## src/hw/rtl/ich_pkg.sv

```systemverilog
// Package for the incremental convex hull unit.
// Holds sizes, item codes, and the request/response types of the shared cross unit.
// No dependencies.
package ich_pkg;

    localparam int MAX_VERTICES = 256;
    localparam int COORD_BITS   = 16;
    localparam int IDX_W        = $clog2(MAX_VERTICES);
    localparam int CNT_W        = IDX_W + 1;
    localparam int VIDX_W       = 8;

    typedef enum logic [1:0] {
        K_INSERT = 2'd0,
        K_LOCATE = 2'd1,
        K_READ   = 2'd2,
        K_CLEAR  = 2'd3
    } t_kind;

    typedef enum logic [1:0] {
        POS_INSIDE  = 2'd0,
        POS_BORDER  = 2'd1,
        POS_OUTSIDE = 2'd2
    } t_pos;

    typedef enum logic [1:0] {
        ERR_NONE  = 2'd0,
        ERR_FULL  = 2'd1,
        ERR_RANGE = 2'd2
    } t_err;

    typedef enum logic [1:0] {
        SG_ZERO = 2'd0,
        SG_POS  = 2'd1,
        SG_NEG  = 2'd2
    } t_sgn;

    // One cross request: sign of (a - o) x (b - o)
    typedef struct packed {
        logic                         start;
        logic signed [COORD_BITS-1:0] ox;
        logic signed [COORD_BITS-1:0] oy;
        logic signed [COORD_BITS-1:0] ax;
        logic signed [COORD_BITS-1:0] ay;
        logic signed [COORD_BITS-1:0] bx;
        logic signed [COORD_BITS-1:0] by;
    } t_cx_req;

    typedef struct packed {
        logic done;
        t_sgn sgn;
    } t_cx_rsp;

endpackage

```

## src/hw/rtl/ich_cross.sv

```systemverilog
// Shared cross-product sign unit: one multiplier used twice per request.
// Depends on ich_pkg.
module ich_cross import ich_pkg::*; (
    input  logic    i_clk,
    input  logic    i_rst_n,
    input  t_cx_req i_req,
    output t_cx_rsp o_rsp
);
    localparam int DW = COORD_BITS + 1;
    localparam int PW = 2 * DW;

    typedef enum logic [3:0] {
        CX_IDLE = 4'b0001,
        CX_M1   = 4'b0010,
        CX_M2   = 4'b0100,
        CX_CMP  = 4'b1000
    } t_cx_state;

    t_cx_state            r_state;
    logic signed [DW-1:0] r_dx1, r_dy1, r_dx2, r_dy2;
    logic signed [PW-1:0] r_p1, r_p2;
    logic                 r_done;
    t_sgn                 r_sgn;

    logic signed [DW-1:0] mul_a, mul_b;
    logic signed [PW-1:0] mul_p;
    logic signed [PW:0]   cmp_d;
    t_sgn                 cmp_sgn;

    // share the multiplier between the two products
    always_comb begin
        mul_a = (r_state == CX_M1) ? r_dx1 : r_dy1;
        mul_b = (r_state == CX_M1) ? r_dy2 : r_dx2;
    end
    assign mul_p = PW'(mul_a) * PW'(mul_b);

    // sign of the difference of products
    always_comb begin
        cmp_d = (PW+1)'(r_p1) - (PW+1)'(r_p2);
        if (cmp_d == '0) begin
            cmp_sgn = SG_ZERO;
        end else if (cmp_d[PW]) begin
            cmp_sgn = SG_NEG;
        end else begin
            cmp_sgn = SG_POS;
        end
    end

    // step through differences, two products, compare
    always_ff @(posedge i_clk) begin
        if (!i_rst_n) begin
            r_state <= CX_IDLE;
            r_done  <= 1'b0;
        end else begin
            r_done <= 1'b0;
            case (r_state)
                CX_IDLE: begin
                    if (i_req.start) begin
                        r_state <= CX_M1;
                    end
                end
                CX_M1:   r_state <= CX_M2;
                CX_M2:   r_state <= CX_CMP;
                CX_CMP: begin
                    r_done  <= 1'b1;
                    r_state <= CX_IDLE;
                end
                default: r_state <= CX_IDLE;
            endcase
        end
    end

    // datapath registers
    always_ff @(posedge i_clk) begin
        if (r_state == CX_IDLE && i_req.start) begin
            r_dx1 <= {i_req.ax[COORD_BITS-1], i_req.ax} - {i_req.ox[COORD_BITS-1], i_req.ox};
            r_dy1 <= {i_req.ay[COORD_BITS-1], i_req.ay} - {i_req.oy[COORD_BITS-1], i_req.oy};
            r_dx2 <= {i_req.bx[COORD_BITS-1], i_req.bx} - {i_req.ox[COORD_BITS-1], i_req.ox};
            r_dy2 <= {i_req.by[COORD_BITS-1], i_req.by} - {i_req.oy[COORD_BITS-1], i_req.oy};
        end
        if (r_state == CX_M1) begin
            r_p1 <= mul_p;
        end
        if (r_state == CX_M2) begin
            r_p2 <= mul_p;
        end
        if (r_state == CX_CMP) begin
            r_sgn <= cmp_sgn;
        end
    end

    assign o_rsp.done = r_done;
    assign o_rsp.sgn  = r_sgn;
endmodule

```

## config.mk

```make
export PLATFORM = sky130hd
export DESIGN_NAME = ich_cross
export DESIGN_NICKNAME = d
export VERILOG_FILES = /design/src/hw/rtl/ich_pkg.sv /design/src/hw/rtl/ich_cross.sv
export SDC_FILE = /design/constraint.sdc
export NUM_CORES = 1
export LEC_CHECK = 0
export BUFFER_PORTS_ARGS = -buffer_cell sky130_fd_sc_hd__buf_4
export CORE_UTILIZATION = 49
export CTS_CLUSTER_SIZE = 16
export DETAILED_ROUTE_END_ITERATION = 6
export GPL_ROUTABILITY_DRIVEN = 1
export PLACE_DENSITY = 0.75
export SLEW_MARGIN = 15
export SYNTH_ARGS = -nofsm -noshare
export SYNTH_HDL_FRONTEND = slang
export SYNTH_SLANG_ARGS = --single-unit
export TNS_END_PERCENT = 10
```

## constraint.sdc

```tcl
create_clock -name i_clk -period 8.25 [get_ports i_clk]
set_input_delay 0.4125 -clock i_clk [delete_from_list [all_inputs] [get_ports i_clk]]
set_output_delay 0.4125 -clock i_clk [all_outputs]
set_load 0.05 [all_outputs]
```

==> impl_metrics.env <==
export IMPL_clock_path_buffers=2
export IMPL_wl_per_cell_um=17.3
export IMPL_critPathMaxFanout=40
export IMPL_drtPass1Iterations=5
export IMPL_dp_hpwl_mm=40.6
export IMPL_gr_usage_all_layers_pct=24.3
export IMPL_insertedDiodeCount=0
export IMPL_clk_latency_ns=0.44
export IMPL_grt_pass1_wl_mm=79.9
export IMPL_post_route_min_period_ns=7.90
export IMPL_synth_top_cell_area_share_pct=29.6
export IMPL_grt_max_degree=69
export IMPL_ys_flop_type="edfxtp_1"
export IMPL_die_x_um=206
export IMPL_yosysWarnings=0
export IMPL_rows=74
export IMPL_yosysSeqAreaShare_pct=20.9
export IMPL_tightest_slew_ns=0.898
export IMPL_r2r_slack_ns=0.35
export IMPL_path_clk_slew_ns=0.06
export IMPL_io_buffer_count=101
export IMPL_drv_slew=0
export IMPL_ys_top_cells_by_area="fa_1, edfxtp_1, ha_1"
export IMPL_cpMostUsedCell="fa_1"
export IMPL_synth_seq_cells=143
export IMPL_cp_arrival_ns=8.07
export IMPL_crit_slowest_cell="fa_1"
export IMPL_syn_nets=2716
export IMPL_crit_required_ns=8.42
export IMPL_cts_sinks=143
export IMPL_critPathCaptureType="register"
export IMPL_vias_per_cell=5.41
export IMPL_met1_length_mm=20.8
export IMPL_top_layer_used="met4"
export IMPL_coreArea_um2=40900
export IMPL_hold_viol=0
export IMPL_cts_tree="yes"
export IMPL_drcViolationCount=0
export IMPL_grt_pass1_vias=16100
export IMPL_drt_iter0_markers=1057
export IMPL_start_util_pct=49.7
export IMPL_rsz0062_at_grt="no"
export IMPL_syn_cell_area_um2=20300
export IMPL_drive_above_1_share_pct=11.1
export IMPL_hold_buffers=0
export IMPL_wl_met2_mm=22.9
export IMPL_grt_overflow_total=0
export IMPL_avgSynthCellArea_um2=9.54
export IMPL_antenna_found_initial=0
export IMPL_min_period_over_period_pct=95.8
export IMPL_finalSetupViolations=0
export IMPL_yosys_area_top_type="fa_1"
export IMPL_critPathLaunchType="register"
export IMPL_dr_wl_met3_mm=3.11
export IMPL_syn_inst=2133
export IMPL_placed_area_um2=21900
export IMPL_nNetsFinal=2838
export IMPL_root_buffer="clkbuf_16"
export IMPL_fin_ws_ns=0.347
export IMPL_worst_setup_path_type="register to register"
export IMPL_stdcell_area_um2=22500
export IMPL_post_cts_setup_buffer_count=0
export IMPL_antenna_left=0
export IMPL_setup_tns_final_ns=0
export IMPL_skew_ns=0.0176
export IMPL_cts_buffers=17
export IMPL_worstPathCellList="nor4b_2 > buf_12 > buf_4 > mux2_2 > nand2_1 > fa_1 > fa_1 > fa_1 > inv_1 > fa_1 > fa_1 > inv_1 > fa_1 > inv_1 > ha_1 > and3_1 > o211ai_1 > o221ai_1 > a22oi_1 > a21oi_2 > a41oi_1 > a2111oi_2 > a311oi_1 > xnor2_1"
export IMPL_outcome="finished clean"
export IMPL_die_area_um2=42300
export IMPL_fmax_mhz=127
export IMPL_cts_resized=0
export IMPL_wirelength_mm=48.6
export IMPL_min_delay_path_class="input pin to register"
export IMPL_place_inst=2768
export IMPL_synth_edf_count=138
export IMPL_io_pins=102
export IMPL_place_ws_ns=0.394
export IMPL_asyncSetResetFlopFracSynth_pct=0
export IMPL_fp_dieH_um=206
export IMPL_ys_types=84
export IMPL_via_count=15100
export IMPL_h_tree_depth=4
export IMPL_slew_headroom_pct=40.1
export IMPL_drv_cap=0
export IMPL_fin_cells=2800
export IMPL_critPathMaxStageDelay_ns=0.51
export IMPL_gp_congestion=0.986
export IMPL_syn_to_final_growth_pct=10.7
-- cells by family after synthesis --
kind of cell             after synthesis  share of synthesized area [%]
buffers and inverters                467                           8.72
multiplexers                          66                           3.43
AO/OA/AOI/OAI                        284                           9.55
AND/OR/NAND/NOR                      604                           12.9
adder cells (fa/ha/maj)              484                           40.9
flip-flops                           143                           20.9
XOR/XNOR                              85                           3.66
-- routing by layer --
metal	GRT usage, %	vias to the layer above
li1	-	7134
met1	30.6	7357
met2	41.5	542
met3	4.66	104
met4	8.82	0
met5	0	-
-- per-stage QoR --
stage	hold slack, ns	utilization [%]
finish	0.216	55.0
global route	0.206	55.0
CTS	0.200	55.0
detailed placement	0.593	53.6
global placement	0.548	53.6
floorplan	0.505	-
-- registers in the layout, summed over array words and instances (netlist names) --
signal / count
r_dx1: 17
r_dx2: 17
r_dy2: 17
r_p2: 34
r_dy1: 17
r_done: 1
r_p1: 34
r_state: 4
r_sgn: 2
-- cell usage after synthesis (all sizes together), types with 10 or more instances --
cell / instances
nor2: 263
buf: 10
xnor2: 72
nor2b: 19
xor2: 13
o21ai: 65
edfxtp: 138
ha: 183
a21oi: 83
or2: 12
clkbuf: 26
nand2: 194
a21boi: 16
mux2i: 37
fa: 301
nand2b: 20
o21a: 13
mux2: 29
inv: 431
a31oi: 11
nor4: 10
nor3: 27
nand3: 25
a21o: 18
-- area by class of cell --
cell class                      instances  area [um^2]
Tap cell                              532          666
Inverter                              431         1620
Sequential cell                       143         4240
Clock buffer                           17          425
Clock inverter                         15          153
Timing Repair Buffer                  139         1060
Multi-Input combinational cell       1523        14400
Fill cell                            3586        18400
-- path summary, 6_finish.rpt --
path / start / endpoint / cells past startpoint
hold reg to reg: r_state[1] / r_state[0] / 1
setup reg to reg: r_state[1] / r_p1[32] / 24
hold / removal: i_rst_n / r_done / 2
setup / recovery: r_state[1] / r_p1[32] / 24
-- cell usage in the layout, fill, tap and decap left out, drive strengths merged, types with 25 or more instances in the layout --
cell type  instances
ha               183
fa               301
nand2            194
a21oi             83
nor2             263
buf              139
edfxtp           138
inv              439
o21ai             65
xnor2             72
mux2i             37
nand3             25
mux2              29
nor3              27
-- critical path, delay by kind of cell, from the launching register on --
kind / cells / cell delay [ns]
AND/OR/NAND/NOR: 3 / 0.79
flip-flops: 1 / 0.45
XOR/XNOR: 1 / 0.16
multiplexers: 1 / 0.48
adder cells (fa/ha/maj): 7 / 3.26
AO/OA/AOI/OAI: 7 / 1.72
buffers and inverters: 5 / 0.72
Power is left out: the tool's default activity adds up to more than one toggle a clock period on the data nets, which glitch-free logic cannot reach.
